**config.mk**
```make
export PLATFORM = sky130hd
export DESIGN_NAME = integer_to_base_digits
export DESIGN_NICKNAME = d
export VERILOG_FILES = /design/src/itbd_pkg.sv /design/src/itbd_ram.sv /design/src/integer_to_base_digits.sv
export SDC_FILE = /design/constraint.sdc
export NUM_CORES = 1
export LEC_CHECK = 0
export ABC_AREA = 1
export BUFFER_PORTS_ARGS = -buffer_cell sky130_fd_sc_hd__buf_2
export CORE_ASPECT_RATIO = 0.8
export CORE_MARGIN = 3
export CORE_UTILIZATION = 30
export CTS_CLUSTER_SIZE = 14
export DETAILED_ROUTE_END_ITERATION = 6
export SETUP_SLACK_MARGIN = 0.1
export SYNTH_ARGS = -nofsm -noshare
export SYNTH_HDL_FRONTEND = slang
export SYNTH_SLANG_ARGS = --single-unit
```
**constraint.sdc**
```tcl
create_clock -name clk_i -period 11.1 [get_ports clk_i]
set_input_delay 1.665 -clock clk_i [delete_from_list [all_inputs] [get_ports clk_i]]
set_output_delay 1.665 -clock clk_i [all_outputs]
set_load 0.01 [all_outputs]
```
**src/itbd_pkg.sv**
```systemverilog
// ----------------------------------------------------------------------------
// itbd_pkg: shared constants for the integer to base digits converter
// ASCII codes, radix limits and the digit to character mapping.
// ----------------------------------------------------------------------------
package itbd_pkg;

  localparam logic [5:0] RADIX_MIN     = 6'd2;
  localparam logic [5:0] RADIX_MAX     = 6'd36;
  localparam logic [5:0] DECIMAL_LIMIT = 6'd10;
  localparam logic [6:0] CH_ZERO       = 7'd48;
  localparam logic [6:0] CH_LOWER_A    = 7'd97;
  localparam logic [6:0] CH_MINUS      = 7'd45;

  // quotient bits resolved per divider cycle
  localparam int unsigned DIV_STEPS = 4;

  function automatic logic [6:0] char_of_digit(logic [5:0] d);
    logic [6:0] dd;
    dd = {1'b0, d};
    if (d < DECIMAL_LIMIT) begin
      return 7'(CH_ZERO + dd);
    end
    return 7'(CH_LOWER_A + dd - {1'b0, DECIMAL_LIMIT});
  endfunction

endpackage

```
**src/itbd_ram.sv**
```systemverilog
// ----------------------------------------------------------------------------
// itbd_ram: generic simple dual port ram
// One write port, one read port with registered read data.
// ----------------------------------------------------------------------------
module itbd_ram #(
  parameter int unsigned WIDTH = 6,
  parameter int unsigned DEPTH = 32
) (
  input  logic                     clk_i,
  input  logic                     we_i,
  input  logic [$clog2(DEPTH)-1:0] waddr_i,
  input  logic [WIDTH-1:0]         wdata_i,
  input  logic [$clog2(DEPTH)-1:0] raddr_i,
  output logic [WIDTH-1:0]         rdata_o
);

  logic [WIDTH-1:0] mem_q [DEPTH];

  always_ff @(posedge clk_i) begin
    if (we_i) begin
      mem_q[waddr_i] <= wdata_i;
    end
    rdata_o <= mem_q[raddr_i];
  end

endmodule

```
**src/integer_to_base_digits.sv**
```systemverilog
// ----------------------------------------------------------------------------
// integer_to_base_digits: signed integer to ascii text in base 2..36
// Digits are found by repeated division of the magnitude, stored least
// significant first, then emitted most significant first, a negative value with a leading '-'.
// ----------------------------------------------------------------------------
//
//  channel  | dir | tdata                                   | tlast     | tuser
//  ---------+-----+-----------------------------------------+-----------+----------
//  s_axis   | in  | value [VALUE_BITS-1:0], radix [5:0]     | -         | -
//  m_axis   | out | char_code [6:0]                         | last_char | bad_radix
//
//  a valid item is divided once per digit, four quotient bits per divider cycle;
//  it takes one sign slot whether or not a minus is sent, and a ram read plus
//  an emit per character
//  a bad radix item goes to S_BAD, which registers its result once the output is free
//  s_axis_tready_o is high only between items; a stalled output holds the
//  sequencer in its sign, emit or error state; reset clears the sequencer and outputs
//
module integer_to_base_digits #(
  parameter int unsigned VALUE_BITS = 32
) (
  input  logic                  clk_i,
  input  logic                  rst_ni,
  input  logic                  s_axis_tvalid_i,
  output logic                  s_axis_tready_o,
  // value [VALUE_BITS-1:0], radix [VALUE_BITS+5:VALUE_BITS], zero fill
  input  logic [((VALUE_BITS+6+7)/8)*8-1:0] s_axis_tdata_i,
  output logic                  m_axis_tvalid_o,
  input  logic                  m_axis_tready_i,
  // char_code [6:0], zero fill
  output logic [7:0]            m_axis_tdata_o,
  output logic                  m_axis_tlast_o,
  // bad_radix [0]
  output logic                  m_axis_tuser_o
);

  localparam int unsigned STEPS      = itbd_pkg::DIV_STEPS;
  localparam int unsigned WORK_BITS  = ((VALUE_BITS + STEPS - 1) / STEPS) * STEPS;
  localparam int unsigned DIV_CYCLES = WORK_BITS / STEPS;
  localparam int unsigned BC_W       = $clog2(DIV_CYCLES);
  localparam int unsigned AW         = $clog2(VALUE_BITS);
  localparam int unsigned CNT_W      = $clog2(VALUE_BITS + 1);

  typedef enum logic [2:0] {
    S_IDLE,
    S_DIV,
    S_SIGN,
    S_RD,
    S_OUT,
    S_BAD
  } state_e;

  state_e               state_q, state_d;
  logic [WORK_BITS-1:0] work_q, work_d;
  logic [5:0]           rem_q, rem_d;
  logic [5:0]           radix_q, radix_d;
  logic [BC_W-1:0]      bitcnt_q, bitcnt_d;
  logic [CNT_W-1:0]     count_q, count_d;
  logic [AW-1:0]        rd_idx_q, rd_idx_d;
  logic                 neg_q, neg_d;
  logic                 m_valid_q, m_valid_d;
  logic [6:0]           m_char_q, m_char_d;
  logic                 m_last_q, m_last_d;
  logic                 m_bad_q, m_bad_d;

  logic [VALUE_BITS-1:0] value_in;
  logic [5:0]            radix_in;
  logic                  radix_bad;
  logic                  value_neg;
  logic [VALUE_BITS-1:0] value_mag;
  logic                  out_free;
  logic                  div_last;

  logic [WORK_BITS-1:0]  work_step;
  logic [5:0]            rem_step;

  logic                  ram_we;
  logic [5:0]            ram_rdata;

  assign value_in  = s_axis_tdata_i[VALUE_BITS-1:0];
  assign radix_in  = s_axis_tdata_i[VALUE_BITS+5:VALUE_BITS];
  assign radix_bad = (radix_in < itbd_pkg::RADIX_MIN) || (radix_in > itbd_pkg::RADIX_MAX);
  assign value_neg = value_in[VALUE_BITS-1];
  assign value_mag = value_neg ? VALUE_BITS'(~value_in + 1'b1) : value_in;
  assign out_free  = !m_valid_q || m_axis_tready_i;
  assign div_last  = (bitcnt_q == BC_W'(DIV_CYCLES - 1));
  assign ram_we    = (state_q == S_DIV) && div_last;

  // shared restoring divider slice: dividend bits leave the top, quotient
  // bits enter at the bottom
  always_comb begin
    logic [WORK_BITS-1:0] w;
    logic [5:0]           r;
    logic [6:0]           t;
    w = work_q;
    r = rem_q;
    for (int k = 0; k < STEPS; k++) begin
      t = {r, w[WORK_BITS-1]};
      w = {w[WORK_BITS-2:0], 1'b0};
      if (t >= {1'b0, radix_q}) begin
        t    = t - {1'b0, radix_q};
        w[0] = 1'b1;
      end
      r = t[5:0];
    end
    work_step = w;
    rem_step  = r;
  end

  always_comb begin
    state_d   = state_q;
    work_d    = work_q;
    rem_d     = rem_q;
    radix_d   = radix_q;
    bitcnt_d  = bitcnt_q;
    count_d   = count_q;
    rd_idx_d  = rd_idx_q;
    neg_d     = neg_q;
    m_valid_d = m_valid_q && !m_axis_tready_i;
    m_char_d  = m_char_q;
    m_last_d  = m_last_q;
    m_bad_d   = m_bad_q;

    unique case (state_q)
      S_IDLE: begin
        if (s_axis_tvalid_i) begin
          if (radix_bad) begin
            state_d = S_BAD;
          end else begin
            work_d   = WORK_BITS'(value_mag);
            rem_d    = '0;
            radix_d  = radix_in;
            bitcnt_d = '0;
            count_d  = '0;
            neg_d    = value_neg;
            state_d  = S_DIV;
          end
        end
      end
      S_DIV: begin
        work_d   = work_step;
        rem_d    = rem_step;
        bitcnt_d = BC_W'(bitcnt_q + 1'b1);
        if (div_last) begin
          // digit is written this cycle at count_q
          count_d  = CNT_W'(count_q + 1'b1);
          rd_idx_d = count_q[AW-1:0];
          rem_d    = '0;
          bitcnt_d = '0;
          if (work_step == '0) begin
            state_d = S_SIGN;
          end
        end
      end
      S_SIGN: begin
        if (!neg_q) begin
          state_d = S_RD;
        end else if (out_free) begin
          m_valid_d = 1'b1;
          m_char_d  = itbd_pkg::CH_MINUS;
          m_last_d  = 1'b0;
          m_bad_d   = 1'b0;
          state_d   = S_RD;
        end
      end
      S_RD: begin
        state_d = S_OUT;
      end
      S_OUT: begin
        if (out_free) begin
          m_valid_d = 1'b1;
          m_char_d  = itbd_pkg::char_of_digit(ram_rdata);
          m_last_d  = (rd_idx_q == '0);
          m_bad_d   = 1'b0;
          if (rd_idx_q == '0) begin
            state_d = S_IDLE;
          end else begin
            rd_idx_d = AW'(rd_idx_q - 1'b1);
            state_d  = S_RD;
          end
        end
      end
      S_BAD: begin
        if (out_free) begin
          m_valid_d = 1'b1;
          m_char_d  = '0;
          m_last_d  = 1'b1;
          m_bad_d   = 1'b1;
          state_d   = S_IDLE;
        end
      end
      default: begin
        state_d = S_IDLE;
      end
    endcase
  end

  always_ff @(posedge clk_i or negedge rst_ni) begin
    if (!rst_ni) begin
      state_q   <= S_IDLE;
      bitcnt_q  <= '0;
      count_q   <= '0;
      rd_idx_q  <= '0;
      neg_q     <= 1'b0;
      m_valid_q <= 1'b0;
      work_q    <= '0;
      rem_q     <= '0;
      radix_q   <= '0;
      m_char_q  <= '0;
      m_last_q  <= 1'b0;
      m_bad_q   <= 1'b0;
    end else begin
      state_q   <= state_d;
      bitcnt_q  <= bitcnt_d;
      count_q   <= count_d;
      rd_idx_q  <= rd_idx_d;
      neg_q     <= neg_d;
      m_valid_q <= m_valid_d;
      work_q    <= work_d;
      rem_q     <= rem_d;
      radix_q   <= radix_d;
      m_char_q  <= m_char_d;
      m_last_q  <= m_last_d;
      m_bad_q   <= m_bad_d;
    end
  end

  itbd_ram #(
    .WIDTH (6),
    .DEPTH (VALUE_BITS)
  ) u_digit_ram (
    .clk_i   (clk_i),
    .we_i    (ram_we),
    .waddr_i (count_q[AW-1:0]),
    .wdata_i (rem_step),
    .raddr_i (rd_idx_q),
    .rdata_o (ram_rdata)
  );

  assign s_axis_tready_o = (state_q == S_IDLE);
  assign m_axis_tvalid_o = m_valid_q;
  assign m_axis_tdata_o  = {1'b0, m_char_q};
  assign m_axis_tlast_o  = m_last_q;
  assign m_axis_tuser_o  = m_bad_q;

  // a bad radix item goes straight to its error result
  assert property (@(posedge clk_i) disable iff (!rst_ni)
    (s_axis_tvalid_i && s_axis_tready_o && radix_bad) |=> (state_q == S_BAD))
    else $error("bad radix item did not take the error path");

  // an error result is the whole conversion and carries a zero code
  assert property (@(posedge clk_i) disable iff (!rst_ni)
    (m_axis_tvalid_o && m_axis_tuser_o) |-> (m_axis_tlast_o && m_axis_tdata_o == 8'd0))
    else $error("error result not flagged last or code not zero");

  // the digit store never runs past its depth
  assert property (@(posedge clk_i) disable iff (!rst_ni)
    (state_q == S_DIV) |-> (count_q < CNT_W'(VALUE_BITS)))
    else $error("digit count overran the digit store");

  // the remainder stays below the base
  assert property (@(posedge clk_i) disable iff (!rst_ni)
    (state_q == S_DIV) |-> (rem_q < radix_q))
    else $error("remainder reached the radix");

endmodule
```
# --- After elaboration in Yosys (flattened, before gate mapping) ---
# Memory sizes are Yosys's and may differ from the RTL's. A register that Yosys moved wholly into a read port is not among the register bits.
# Cells that the tools add are included.
op_classes:
  n_lt_le_gt_ge: 7
  mux: 59
  n_bitwise: 2
  add_sub_neg: 11
  eq_ne: 16
  n_reduce_logical: 20
ops:
  columns: ["cell", "n"]
  rows:
  - ["two-way mux 32 bit", 3]
  - ["case mux 32 bit (2 select lines)", 1]
  - ["two-way mux 6 bit", 8]
  - ["two-way mux 7 bit", 6]
  - ["two-way mux 3 bit", 11]
  - ["adder 32 x 1 -> 32 bit (second input constant)", 1]
  - ["zero test 32 bit", 1]
  - ["inverter 32 bit", 1]
  - [">= comparator 7 x 6 -> 1 bit", 4]
  - ["case mux 6 bit (2 select lines)", 2]
  - ["subtractor 6 bit", 4]
  - ["case mux 7 bit (3 select lines)", 1]
  - ["case mux 3 bit (6 select lines)", 1]
  - ["two-way mux 1 bit", 17]
  - ["inequality test 2 bit (second input constant)", 8]
  - ["two-way mux 5 bit", 3]
  - ["case mux 5 bit (2 select lines)", 1]
  - ["equality test 3 bit (second input constant)", 3]
  - ["AND reduction 3 bit", 3]
  - ["AND reduction 4 bit", 2]
  - ["adder 6 x 6 -> 7 bit (first input constant)", 1]
  - ["adder 7 x 6 -> 7 bit (first input constant)", 1]
  - ["subtractor 7 x 4 -> 7 bit (second input constant)", 1]
  - ["adder 6 x 1 -> 6 bit (second input constant)", 1]
  - ["24 further kinds", 30]
word_totals:
  mem_count: 1
  output_inout_bits: 12
  inputBits: 44
  regBits: 72
  ramBits: 192
  word_cells: 128
memory_table:
  columns: ["memory", "depth", "word_bits", "read_ports", "rd_ports_with_merged_regs", "wr", "line", "rtl"]
  rows:
  - ["u_digit_ram.mem_q", 32, 6, 1, 1, 1, "itbd_ram.sv:17", "logic [WIDTH-1:0] mem_q [DEPTH];"]

# --- Depth between registers and ports, before layout ---
# Gate-level depths: netlist of run 1.
logic_depth:
  ltp_word: 12
  mapped_depth: 45
  depth_no_buf: 44

# --- Cells and area by module ---
# Synthesis of run 1 repeated with hierarchy kept, for this count alone.
hier_totals:
  cells_unflattened: 1532
  area_unflattened_um2: 13823.3
by_module_without_submodules:
  columns: ["mod", "n_inst", "area_per_inst_um2", "cells_each", "seq_area_each_um2"]
  rows:
  - ["itbd_ram", 1, 8077.7, 704, 5885.6]
  - ["integer_to_base_digits", 1, 5745.5, 828, 1776.7]

# --- Least setup slack after synthesis of run 1 ---
# Ideal clock, no wire load.
synth_path:
  kind: "reg-to-reg"
  startpoint: "register radix_q[1]"
  endpoint: "memory u_digit_ram.mem_q[0][5], data pin"
  required_time_ns: 10.816
  path_buffers: 1
  arrival_ns: 6.066
  stages_incl_launch_ff: 39
  period_less_slack_ns: 6.350
  setup_slack_ns: 4.750
  cell_sequence: "dfrtp_1 -> inv_1 -> ha_1 -> nand3_1 -> nand3_1 -> nand2_2 -> nand2_4 -> inv_4 -> nand2_1 -> nand2_1 -> ha_1 -> a21oi_1 -> nand3_1 -> a21oi_1 -> nand2_2 -> inv_2 -> nand2_1 -> buf_4 -> (+3 left out) -> a21o_1 -> nand2_1 -> nand3_1 -> a21oi_1 -> nand2_2 -> nor2_8 -> nand2_1 -> nand2_1 -> inv_1 -> ha_1 -> nand2_1 -> nor2_1 -> a211oi_1 -> o21ai_0 -> a211oi_4 -> nand3_4 -> nand2_1 -> and2_1"
synth_between:
  elab_chain_len: 8
  word_cells_on_any_way: 12
  cone_classes: "add/sub (4); order compare (4); mux (4)"
synth_rtl:
  columns: ["element", "line", "rtl"]
  rows:
  - ["start, declared", "integer_to_base_digits.sv:56", "logic [5:0] radix_q, radix_d;"]
  - ["start signal, assigned", "integer_to_base_digits.sv:221", "radix_q <= radix_d;"]
  - ["subtractor 6 bit or >= comparator 7 x 6 -> 1 bit (tied branches)", "integer_to_base_digits.sv:101, integer_to_base_digits.sv:100", null]
  - ["two-way mux 6 bit", "integer_to_base_digits.sv:100", "if (t >= {1'b0, radix_q}) begin"]
  - ["subtractor 6 bit or >= comparator 7 x 6 -> 1 bit (tied branches)", "integer_to_base_digits.sv:101, integer_to_base_digits.sv:100", null]
  - ["two-way mux 6 bit", "integer_to_base_digits.sv:100", null]
  - ["subtractor 6 bit or >= comparator 7 x 6 -> 1 bit (tied branches)", "integer_to_base_digits.sv:101, integer_to_base_digits.sv:100", null]
  - ["two-way mux 6 bit", "integer_to_base_digits.sv:100", null]
  - ["subtractor 6 bit or >= comparator 7 x 6 -> 1 bit (tied branches)", "integer_to_base_digits.sv:101, integer_to_base_digits.sv:100", null]
  - ["two-way mux 6 bit (*)", "integer_to_base_digits.sv:100", null]
  - ["net rem_step[5]", "integer_to_base_digits.sv:75", "logic [5:0] rem_step;"]
  - ["end, declared", "itbd_ram.sv:17", null]
# Mark *: on every way through the listed nets, which the timed path passes. The rest lies on a longest branch.

# --- Final worst setup path of run 1 ---
layout_path:
  startpoint: "register radix_q[1]"
  endpoint: "memory u_digit_ram.mem_q[27][3], data pin"
layout_between:
  elab_chain_len: 8
  word_cells_on_any_way: 12
  cone_classes: "add/sub (4); order compare (4); mux (4)"
layout_rtl:
  columns: ["element", "line"]
  rows:
  - ["subtractor 6 bit or >= comparator 7 x 6 -> 1 bit (tied branches)", "integer_to_base_digits.sv:101, integer_to_base_digits.sv:100"]
  - ["two-way mux 6 bit", "integer_to_base_digits.sv:100"]
  - ["subtractor 6 bit or >= comparator 7 x 6 -> 1 bit (tied branches)", "integer_to_base_digits.sv:101, integer_to_base_digits.sv:100"]
  - ["two-way mux 6 bit", "integer_to_base_digits.sv:100"]
  - [">= comparator 7 x 6 -> 1 bit or subtractor 6 bit (tied branches)", "integer_to_base_digits.sv:100, integer_to_base_digits.sv:101"]
  - ["two-way mux 6 bit", "integer_to_base_digits.sv:100"]
  - ["subtractor 6 bit or >= comparator 7 x 6 -> 1 bit (tied branches)", "integer_to_base_digits.sv:101, integer_to_base_digits.sv:100"]
  - ["two-way mux 6 bit (*)", "integer_to_base_digits.sv:100"]
  - ["net rem_step[3]", "integer_to_base_digits.sv:75"]
# Marked as above.

==> reports/results.md, run 1 <==
• **via count** 10.1k
• **ratio of cells with drive above 1 in the final layout** 0.0901
• **Detail Placement HPWL** 21800 µm
• **most used cell, CP** sky130_fd_sc_hd__nand2_1
• **shortest period the worst path allows** 8.30 ns
• **wire length per cell after detailed routing** 16.7 µm
• **met3 layer usage reported by global route** 0.0220
• **count of synthesis-stage warnings from yosys** 0
• **Final Max Slew Viols** 0
• **Ports** 56
• **post-synthesis to final-layout area growth** 12.0%
• **vias in the first global route** 9598
• **H-tree lvl count** 1
• **met1 demand-to-capacity share in global routing** 0.210
• **post-synth cell types** 56
• **wire length of the first global-routing pass** 53400 µm
• **Tcrit/Tclk final** 0.748
• **initial core utilization** 0.307
• **category of the most critical setup path** flop to flop
• **Placement Rows** 68
• **largest stage delay on the critical path** 0.93 ns
• **arrival time reported for the critical path endpoint** 8.46 ns
• **placeable core region** 43600 µm²
• **clock edge transition at the registers on the reported setup and hold paths** 0.07 ns
• **setup skew after layout** 0.0155 ns
• **transition time at the pin with the least slew margin** 1.21 ns
• **DR vias/cell** 5.00
• **post-synth top area share** 0.430
• **number of I/O port buffers** 52
• **largest net degree at the start of global routing** 97
• **highest fanout seen on the critical path** 32
• **met2 Track Usage GR** 0.213
• **number of max-cap violations** 0
• **Inserted Clock Buffers** 25
• **area of the die** 47300 µm²
• **CP endpoint kind** flop
• **later-pin clock latency in the skew report** 0.55 ns
• **all-layer global routing usage** 0.140
• **Max-Slew Margin vs Limit** 0.194
• **CP required** 11.26 ns
• **path type of the worst min-delay path** flop to flop
• **net count of the mapped netlist** 1457
• **Slowest cell on crit path** sky130_fd_sc_hd__and2_1
• **Chip Width** 242 µm
• **top cells by area, synth** sky130_fd_sc_hd__edfxtp_1 43%, sky130_fd_sc_hd__dfrtp_1 13%, sky130_fd_sc_hd__o21ai_0 6.3%
• **length of the first detailed-routing pass in iterations** 7
• **mean instance size in the synthesized netlist** 9.76 µm²
• **drt first-iter violations** 901
• **Sink Count** 269
• **final hold violations** 0
• **Syn Std Cell Area** 13400 µm²
• **f_max** 0.120 GHz
• **hold-fix buffer count after cts** 0
• **maximum count of clock buffers along a single path** 3
• **final number of setup-violating endpoints** 0
• **quantity of gates resized following cts** 0
• **Layout fillers** 4379
• **number of post-CTS setup repair buffers** 0
• **TritonCTS clock tree** yes
• **sequential cell area fraction in the yosys report** 0.572
• **crit path launch type** flop
• **Ant. Diodes** 0
• **Root Buffer Master** sky130_fd_sc_hd__clkbuf_16
• **post-detailed-routing wire length** 33700 µm
• **count of mapped cells out of synthesis** 1373
• **number of remaining DRC errors** 0
• **setup total negative slack** 0 ns
• **Final nets** 1486
• **post-detailed-route count of antenna-violating nets** 0
• **outcome** finished clean
• **number of enable-type register cells in the synthesized netlist** 192
• **height of the chip** 195 µm
• **GP Congestion** 0.869
• **antenna violations before repair** 0
• **flip-flop and latch count after synthesis** 269
• **proportion of register bits with asynchronous set or reset after synthesis** 0.264
• **post-synthesis cell type with the largest combined area** sky130_fd_sc_hd__edfxtp_1
• **global route hottest layer** met2
• **main flop type after synthesis** sky130_fd_sc_hd__edfxtp_1
• **unrepaired setup endpoints after global routing** false
• **Overflow after GRT** 0
==> cells by family after synthesis <==
group                      after synthesis  share of synthesized area
AOI/OAI and AO/OA                      328                      0.148
xor gates and xnor gates                34                     0.0222
adders and majority gates               40                     0.0396
buffers and inverters                  182                     0.0526
DFF                                    269                      0.572
other                                    1                   0.000280
and+or+nand+nor                        519                      0.166
==> per-layer routing <==
layer / share of wire / wire length, µm
met1: 0.49 / 16500
met2: 0.43 / 14600
met3: 0.061 / 2070
met4: 0.016 / 549
met5: 0 / 0
==> through the flow <==
step	util	std cells	setup slack [ns]	hold WS (ns)	instance area, µm²
2_1_floorplan	-	1373	4.75	0.450	13400
3_3_place_gp	0.326	1970	3.05	0.452	14200
3_5_place_dp	0.326	1970	2.87	0.463	14200
4_1_cts	0.344	2016	2.82	0.478	15000
5_1_grt	0.344	2016	1.93	0.492	15000
6_report	0.344	2016	2.80	0.476	15000
==> layout by cell type, fill, tap and decap left out, types with 3 or more instances in the layout <==
cell / netlist / final
sky130_fd_sc_hd__edfxtp_1: 192 / 192
sky130_fd_sc_hd__a32oi_1: 5 / 5
sky130_fd_sc_hd__nand3_2: 4 / 4
sky130_fd_sc_hd__nor4_1: 9 / 9
sky130_fd_sc_hd__nand2_2: 7 / 7
sky130_fd_sc_hd__inv_1: 114 / 114
sky130_fd_sc_hd__dfxtp_1: 6 / 6
sky130_fd_sc_hd__and2_1: 6 / 6
sky130_fd_sc_hd__nand3_1: 63 / 63
sky130_fd_sc_hd__clkinv_1: 3 / 3
sky130_fd_sc_hd__o31ai_1: 6 / 6
sky130_fd_sc_hd__a211oi_1: 3 / 3
sky130_fd_sc_hd__nor3_1: 11 / 11
sky130_fd_sc_hd__o22ai_1: 15 / 15
sky130_fd_sc_hd__nor2_1: 201 / 201
sky130_fd_sc_hd__clkbuf_1: 54 / 15
sky130_fd_sc_hd__a21oi_2: 3 / 3
sky130_fd_sc_hd__o21ai_1: 10 / 10
sky130_fd_sc_hd__fa_1: 4 / 4
sky130_fd_sc_hd__buf_4: 2 / 12
sky130_fd_sc_hd__inv_2: 3 / 3
sky130_fd_sc_hd__clkbuf_16: 0 / 25
sky130_fd_sc_hd__xor2_1: 23 / 23
sky130_fd_sc_hd__dfrtp_1: 71 / 70
sky130_fd_sc_hd__a31oi_1: 7 / 7
sky130_fd_sc_hd__a21oi_1: 38 / 38
sky130_fd_sc_hd__buf_2: 3 / 51
sky130_fd_sc_hd__a21o_1: 3 / 3
sky130_fd_sc_hd__ha_1: 36 / 36
sky130_fd_sc_hd__o211ai_1: 11 / 11
sky130_fd_sc_hd__nand2_1: 195 / 195
sky130_fd_sc_hd__nand4_1: 11 / 11
sky130_fd_sc_hd__xnor2_1: 11 / 11
sky130_fd_sc_hd__o21ai_0: 170 / 170
sky130_fd_sc_hd__o221ai_1: 44 / 44
==> final cells by class <==
class,count,area (µm²),area share
Clock buffer,41,696,0.0463
Clock inverter,5,68.8,0.00458
Inverter,121,457,0.0304
Multi-Input combinational cell,922,5040,0.336
Sequential cell,269,7660,0.511
Tap cell,595,744,0.0496
Timing Repair Buffer,63,345,0.0230
==> sequential cells by signal, indices dropped and copies added (netlist names) <==
signal,flops
m_axis_tlast_o,1
state_q,3
count_q,5
rem_q,6
u_digit_ram.rdata_o,6
u_digit_ram.mem_q,192
work_q,32
m_axis_tvalid_o,1
bitcnt_q,3
radix_q,6
rd_idx_q,5
neg_q,1
m_char_q,7
m_axis_tuser_o,1
==> synthesized netlist by cell type, types with 5 or more instances <==
| cell | count |
|---|---|
| sky130_fd_sc_hd__nor2_1 | 201 |
| sky130_fd_sc_hd__nand2_1 | 195 |
| sky130_fd_sc_hd__edfxtp_1 | 192 |
| sky130_fd_sc_hd__o21ai_0 | 170 |
| sky130_fd_sc_hd__inv_1 | 114 |
| sky130_fd_sc_hd__dfrtp_1 | 71 |
| sky130_fd_sc_hd__nand3_1 | 63 |
| sky130_fd_sc_hd__clkbuf_1 | 54 |
| sky130_fd_sc_hd__o221ai_1 | 44 |
| sky130_fd_sc_hd__a21oi_1 | 38 |
| sky130_fd_sc_hd__ha_1 | 36 |
| sky130_fd_sc_hd__xor2_1 | 23 |
| sky130_fd_sc_hd__o22ai_1 | 15 |
| sky130_fd_sc_hd__nand4_1 | 11 |
| sky130_fd_sc_hd__nor3_1 | 11 |
| sky130_fd_sc_hd__o211ai_1 | 11 |
| sky130_fd_sc_hd__xnor2_1 | 11 |
| sky130_fd_sc_hd__o21ai_1 | 10 |
| sky130_fd_sc_hd__nor4_1 | 9 |
| sky130_fd_sc_hd__a31oi_1 | 7 |
| sky130_fd_sc_hd__nand2_2 | 7 |
| sky130_fd_sc_hd__and2_1 | 6 |
| sky130_fd_sc_hd__dfxtp_1 | 6 |
| sky130_fd_sc_hd__o31ai_1 | 6 |
| sky130_fd_sc_hd__a32oi_1 | 5 |
==> path summary, 6_finish.rpt <==
check,from,endpoint,slack (ns),cells after the start
setup / recovery,radix_q[1]$_DFFE_PN0P_,u_digit_ram.mem_q[27][3]$_DFFE_PP_,2.80,39
hold / removal,m_axis_tlast_o$_DFFE_PN0P_,m_axis_tlast_o$_DFFE_PN0P_,0.48,1
setup reg to reg,radix_q[1]$_DFFE_PN0P_,u_digit_ram.mem_q[27][3]$_DFFE_PP_,2.80,39
hold reg to reg,m_axis_tlast_o$_DFFE_PN0P_,m_axis_tlast_o$_DFFE_PN0P_,0.48,1
max in group asynchronous,rst_ni,rd_idx_q[0]$_DFFE_PN0P_,9.14,1
min in group asynchronous,rst_ni,work_q[31]$_DFFE_PN0P_,1.27,1
==> critical path, delay by kind of cell (launching register included) <==
family | cells | cell delay [ns]
simple gates | 22 | 3.10
compound gates | 7 | 2.26
buf+inv | 6 | 0.58
fa+ha+maj | 4 | 1.37
flops | 1 | 0.57
Power of run 1 is not shown: default switching activity piles up to over one toggle a cycle in this logic, so the estimate is an artifact.
==> run 2: changes to the inputs <==
clock period = 6.7 ns   (was 11.1 ns; I/O delays follow)
==> run 2 against run 1 <==
Critical path depth did not move. Non-clock buffer count is 48 higher. Sequential cell count stayed put. Largest cell class unchanged.
==> reports/results.md, run 2 (synthesized netlist as in run 1, its figures left out) <==
• **outcome** finished clean
• **crit path buf inv count** 9, +3
• **Finished Cell Area** 15600 µm², +4.2%
• **Detail Placement HPWL** 22700 µm, +3.8%
• **Tcrit/Tclk final** 0.924, +0.176
• **flip-flop count of the largest register, all copies and words added** 192, unchanged
• **cell depth of the worst hold path** 1, unchanged
• **all-layer global routing usage** 0.143, +0.00325
• **vias in the first global route** 9747, +1.6%
• **CP required** 7.11 ns, -4.15 ns
• **Sink Count** 269, unchanged
• **Final Max Slew Viols** 0, unchanged
• **height of the chip** 195 µm, unchanged
• **final hold violations** 0, unchanged
• **category of the most critical setup path** flop to flop
• **H-tree lvl count** 1, unchanged
• **post-detailed-routing wire length** 35000 µm, +3.9%
• **Inserted Clock Buffers** 27, +8.0%
• **unrepaired setup endpoints after global routing** false
• **cell area reported after detailed placement** 14600 µm², +2.8%
• **path type of the worst min-delay path** flop to flop
• **Max-Slew Margin vs Limit** 0.337, +0.142
• **commonest cells after routing, fill and taps aside** 201 x sky130_fd_sc_hd__nor2_1, 194 x sky130_fd_sc_hd__nand2_1, 192 x sky130_fd_sc_hd__edfxtp_1
• **post-synthesis to final-layout area growth** 16.7%
• **GP Congestion** 0.900, +3.6%
• **highest fanout seen on the critical path** 16, -50%
• **shortest period the worst path allows** 6.19 ns, -2.11 ns
• **number of max-cap violations** 0, unchanged
• **Crit path depth** 39, unchanged
• **post-detailed-route count of antenna-violating nets** 0, unchanged
• **clock edge transition at the registers on the reported setup and hold paths** 0.07 ns, about the same
• **number of I/O port buffers** 52, unchanged
• **Layout fillers** 4362, -0.39%
• **transition time at the pin with the least slew margin** 0.995 ns, -0.213 ns
• **via count** 10.3k, +2.3%
• **Slowest cell on crit path** sky130_fd_sc_hd__dfrtp_1
• **final number of setup-violating endpoints** 0, unchanged
• **f_max** 0.162 GHz, +34%
• **drt first-iter violations** 898, -0.33%
• **multi-input combinational cell area** 5110 µm², +1.4%
• **largest stage delay on the critical path** 0.38 ns, -0.55 ns
• **area of the die** 47300 µm², unchanged
• **footprint of the flip-flops and latches** 7660 µm², unchanged
• **setup total negative slack** 0 ns, unchanged
• **number of remaining DRC errors** 0, unchanged
• **depth of the worst register-to-register path** 39, unchanged
• **most used cell, CP** sky130_fd_sc_hd__nand2_1
• **placeable core region** 43600 µm², unchanged
• **Root Buffer Master** sky130_fd_sc_hd__clkbuf_16
• **CP endpoint kind** flop
• **length of the first detailed-routing pass in iterations** 5, -2
• **TritonCTS clock tree** yes
• **Ports** 56, unchanged
• **maximum count of clock buffers along a single path** 3, unchanged
• **ratio of cells with drive above 1 in the final layout** 0.135, +0.0444
• **hold-fix buffer count after cts** 0, unchanged
• **antenna violations before repair** 1, +1
• **largest net degree at the start of global routing** 98, +1.0%
• **wire length of the first global-routing pass** 54400 µm, +1.8%
• **setup skew after layout** 0.0173 ns, +0.00178 ns
• **initial core utilization** 0.307, unchanged
• **Placement Rows** 68, unchanged
• **Final nets** 1536, +3.4%
• **register with the highest flop count** u_digit_ram.mem_q
• **later-pin clock latency in the skew report** 0.56 ns, about the same
• **Ant. Diodes** 0, unchanged
• **CP top delay family** simple AND/OR/NAND/NOR gates
• **DR vias/cell** 4.99, -0.25%
• **Chip Width** 242 µm, unchanged
• **Worst Hold Margin** 0.475 ns, -0.000719 ns
• **Regs by FF count** u_digit_ram.mem_q (192), work_q (32), m_char_q (7)
• **crit path launch type** flop
• **arrival time reported for the critical path endpoint** 6.60 ns, -1.86 ns
• **Overflow after GRT** 0, unchanged
• **commonest non-fill, non-tap cell in the layout** sky130_fd_sc_hd__nor2_1
• **wire length per cell after detailed routing** 17.0 µm, +1.4%
## run 2: changes by cell type in the layout (fill, tap and decap cells not counted), moves of 3 or more
cell / delta
sky130_fd_sc_hd__a21oi_1: -3
sky130_fd_sc_hd__a21oi_2: +3
sky130_fd_sc_hd__buf_12: +6
sky130_fd_sc_hd__buf_4: +38
sky130_fd_sc_hd__clkbuf_1: -8
sky130_fd_sc_hd__clkbuf_16: +5
sky130_fd_sc_hd__clkinv_1: +4
sky130_fd_sc_hd__o21ai_0: -3
sky130_fd_sc_hd__o21ai_2: +3
## run 2: final cells by class
| cell class | instances | share of cell area |
|---|---|---|
| Timing Repair Buffer | 111 | 0.0526 |
| Tap cell | 595 | 0.0476 |
| Sequential cell | 269 | 0.490 |
| Multi-Input combinational cell | 922 | 0.327 |
| Inverter | 121 | 0.0292 |
| Clock inverter | 13 | 0.00648 |
| Clock buffer | 36 | 0.0474 |
## run 2: metrics by stage
stage                     setup WS [ns]   util  instances
final                             0.509  0.358       2067
after detailed placement         0.0563  0.336       2013
after global placement            0.259  0.336       2013
after global routing             0.0622  0.358       2067
after floorplan                   0.350      -       1373
after CTS                         0.123  0.355       2062
## run 2: final timing paths
path	start	to	slack, ns
max	radix_q[2]$_DFFE_PN0P_	u_digit_ram.mem_q[8][2]$_DFFE_PP_	0.51
min in group asynchronous	rst_ni	rem_q[0]$_DFFE_PN0P_	0.60
min	m_axis_tlast_o$_DFFE_PN0P_	m_axis_tlast_o$_DFFE_PN0P_	0.47
min reg2reg	m_axis_tlast_o$_DFFE_PN0P_	m_axis_tlast_o$_DFFE_PN0P_	0.47
max reg2reg	radix_q[2]$_DFFE_PN0P_	u_digit_ram.mem_q[8][2]$_DFFE_PP_	0.51
max in group asynchronous	rst_ni	rd_idx_q[0]$_DFFE_PN0P_	5.39
## run 2: what timing repair did
action / 4_1_cts / 5_1_grt
gates cloned: 0 / 2
setup endpoints to repair: 192 / 202
buffers inserted: 0 / 3
pin swaps: 0 / 4
resized for setup: 3 / 21
## run 2: layer usage
layer | GRT usage | share of wire | up-vias
li1 | - | - | 4987
met1 | 0.214 | 0.48 | 4967
met2 | 0.220 | 0.44 | 305
met3 | 0.0236 | 0.065 | 45
met4 | 0.0285 | 0.015 | 0
met5 | 0 | 0 | -
## run 2: worst register-to-register path, delay by kind of cell (launching register included)
kind / cells / cell delay [ns]
and+or+nand+nor: 17 / 1.75
AOI/OAI and AO/OA: 9 / 1.53
adders and majority gates: 4 / 1.28
buffers and inverters: 9 / 1.09
DFF: 1 / 0.38
Power of run 2 is left out for the same reason.
==> run 3: changes to the inputs <==
CORE_UTILIZATION = 45   (was 30)
==> run 3 against run 2 <==
Wire length up 2.9%. Register-to-register slack better by 0.08 ns. Setup slack better by 0.082 ns. Sequential share of layout area up 0.77 points. Clock skew about the same. Critical path depth up 1. Worst hold slack worse by 0.0036 ns.
==> reports/results.md, run 3 (synthesized netlist as in run 1, its figures left out) <==
• **drt first-iter violations** 897, -0.11%
• **Chip Width** 199 µm, -18%
• **transition time at the pin with the least slew margin** 1.04 ns, +0.0414 ns
• **post-synthesis to final-layout area growth** 14.9%
• **DR vias/cell** 5.63, +13%
• **wire length of the first global-routing pass** 55000 µm, +1.1%
• **number of max-cap violations** 0, unchanged
• **ratio of cells with drive above 1 in the final layout** 0.129, -0.00508
• **category of the most critical setup path** flop to flop
• **antenna violations before repair** 0, -1
• **outcome** finished clean
• **number of I/O port buffers** 52, unchanged
• **all-layer global routing usage** 0.220, +0.0766
• **height of the chip** 160 µm, -18%
• **total length of routed met2 wires** 15300 µm, -0.50%
• **unrepaired setup endpoints after global routing** false
• **Overflow after GRT** 0, unchanged
• **area of the die** 31900 µm², -32%
• **Slowest cell on crit path** sky130_fd_sc_hd__dfrtp_1
• **post-detailed-route count of antenna-violating nets** 0, unchanged
• **Inserted Clock Buffers** 29, +7.4%
• **Routed met1 length** 17300 µm, +2.7%
• **initial core utilization** 0.465, +0.158
• **quantity of gates resized following cts** 0, -3
• **GP Congestion** 0.911, +1.2%
• **later-pin clock latency in the skew report** 0.55 ns, about the same
• **CP required** 7.09 ns, -0.02 ns
• **Sink Count** 269, unchanged
• **register with the highest flop count** u_digit_ram.mem_q
• **Detail Placement HPWL** 23400 µm, +3.3%
• **TritonCTS clock tree** yes
• **placeable core region** 28800 µm², -34%
• **highest fanout seen on the critical path** 16, unchanged
• **number of remaining DRC errors** 0, unchanged
• **final number of setup-violating endpoints** 0, unchanged
• **crit path launch type** flop
• **Tcrit/Tclk final** 0.912, -0.0122
• **clock edge transition at the registers on the reported setup and hold paths** 0.06 ns, about the same
• **flip-flop count of the largest register, all copies and words added** 192, unchanged
• **H-tree lvl count** 1, unchanged
• **final hold violations** 0, unchanged
• **setup total negative slack** 0 ns, unchanged
• **Regs by FF count** u_digit_ram.mem_q (192), work_q (32), m_char_q (7)
• **sum of met3 wire segment lengths after detailed routing** 2800 µm, +24%
• **Ant. Diodes** 0, unchanged
• **Ports** 56, unchanged
• **maximum count of clock buffers along a single path** 3, unchanged
• **uppermost layer routed** met4
• **commonest cells after routing, fill and taps aside** 201 x sky130_fd_sc_hd__nor2_1, 194 x sky130_fd_sc_hd__nand2_1, 192 x sky130_fd_sc_hd__edfxtp_1
• **Placement Rows** 55, -19%
• **wire length per cell after detailed routing** 19.6 µm, +16%
• **Final nets** 1529, -0.46%
• **via count** 10.4k, +0.50%
• **Final Max Slew Viols** 0, unchanged
• **post-detailed-routing wire length** 36100 µm, +2.9%
• **setup skew after layout** 0.0170 ns, -0.000289 ns
• **hold-fix buffer count after cts** 0, unchanged
• **number of post-CTS setup repair buffers** 0, unchanged
• **arrival time reported for the critical path endpoint** 6.50 ns, -0.10 ns
• **CP endpoint kind** flop
• **commonest non-fill, non-tap cell in the layout** sky130_fd_sc_hd__nor2_1
• **path type of the worst min-delay path** flop to flop
• **shortest period the worst path allows** 6.11 ns, -0.0821 ns
• **f_max** 0.164 GHz, +1.3%
• **largest net degree at the start of global routing** 72, -27%
• **vias in the first global route** 9695, -0.53%
• **largest stage delay on the critical path** 0.38 ns, about the same
• **length of the first detailed-routing pass in iterations** 7, +2
• **Root Buffer Master** sky130_fd_sc_hd__clkbuf_16
• **most used cell, CP** sky130_fd_sc_hd__nand2_1
• **Max-Slew Margin vs Limit** 0.308, -0.0283
## run 3: cell types whose count changed in the layout (fill, tap and decap cells not counted), sizes merged
cell,delta
buf,-9
bufinv,+3
clkbuf,-1
clkinv,+5
clkinvlp,-1
inv,-1
## run 3: critical path: cells and delay by family (launching register included)
family	cells	cell delay (ns)
AND/OR/NAND/NOR	19	1.81
buffers and inverters	9	1.00
flip-flops	1	0.38
adder cells (fa/ha/maj)	4	1.23
AO/OA/AOI/OAI	8	1.53
## run 3: area by class of cell
type                    count  area, µm²
multi-input cells         922       5150
inverters                 121        457
fillers                  2633      13400
flip-flops and latches    269       7660
clock inverters            19        164
clock buffers              35        748
repair buffers            102        748
well taps                 370        463
## run 3: through the flow
stage,hold WS [ns],cells,setup slack (ns),utilization,area (µm²)
6_report,0.471,1838,0.591,0.534,15400
5_1_grt,0.502,1838,0.0654,0.534,15400
3_5_place_dp,0.462,1782,0.207,0.497,14300
4_1_cts,0.478,1836,0.156,0.528,15200
3_3_place_gp,0.454,1782,0.232,0.497,14300
2_1_floorplan,0.450,1373,0.350,-,13400
## run 3: final timing paths
kind | from | endpoint | slack [ns] | cells past startpoint
worst max-delay path | radix_q[2]$_DFFE_PN0P_ | u_digit_ram.mem_q[23][5]$_DFFE_PP_ | 0.59 | 40
worst min-delay path | m_char_q[4]$_DFFE_PN0P_ | m_char_q[4]$_DFFE_PN0P_ | 0.47 | 2
worst max register to register | radix_q[2]$_DFFE_PN0P_ | u_digit_ram.mem_q[23][5]$_DFFE_PP_ | 0.59 | 40
worst min register to register | m_char_q[4]$_DFFE_PN0P_ | m_char_q[4]$_DFFE_PN0P_ | 0.47 | 2
max in group asynchronous | rst_ni | rd_idx_q[0]$_DFFE_PN0P_ | 5.42 | 1
min in group asynchronous | rst_ni | m_axis_tlast_o$_DFFE_PN0P_ | 0.60 | 1
## run 3: per-layer routing
layer | vias to the layer above | track usage
li1 | 4965 | -
met2 | 355 | 0.318
met1 | 4984 | 0.350
met5 | - | 0
met3 | 52 | 0.0386
met4 | 0 | 0.0399
Power of run 3 is left out for the same reason.
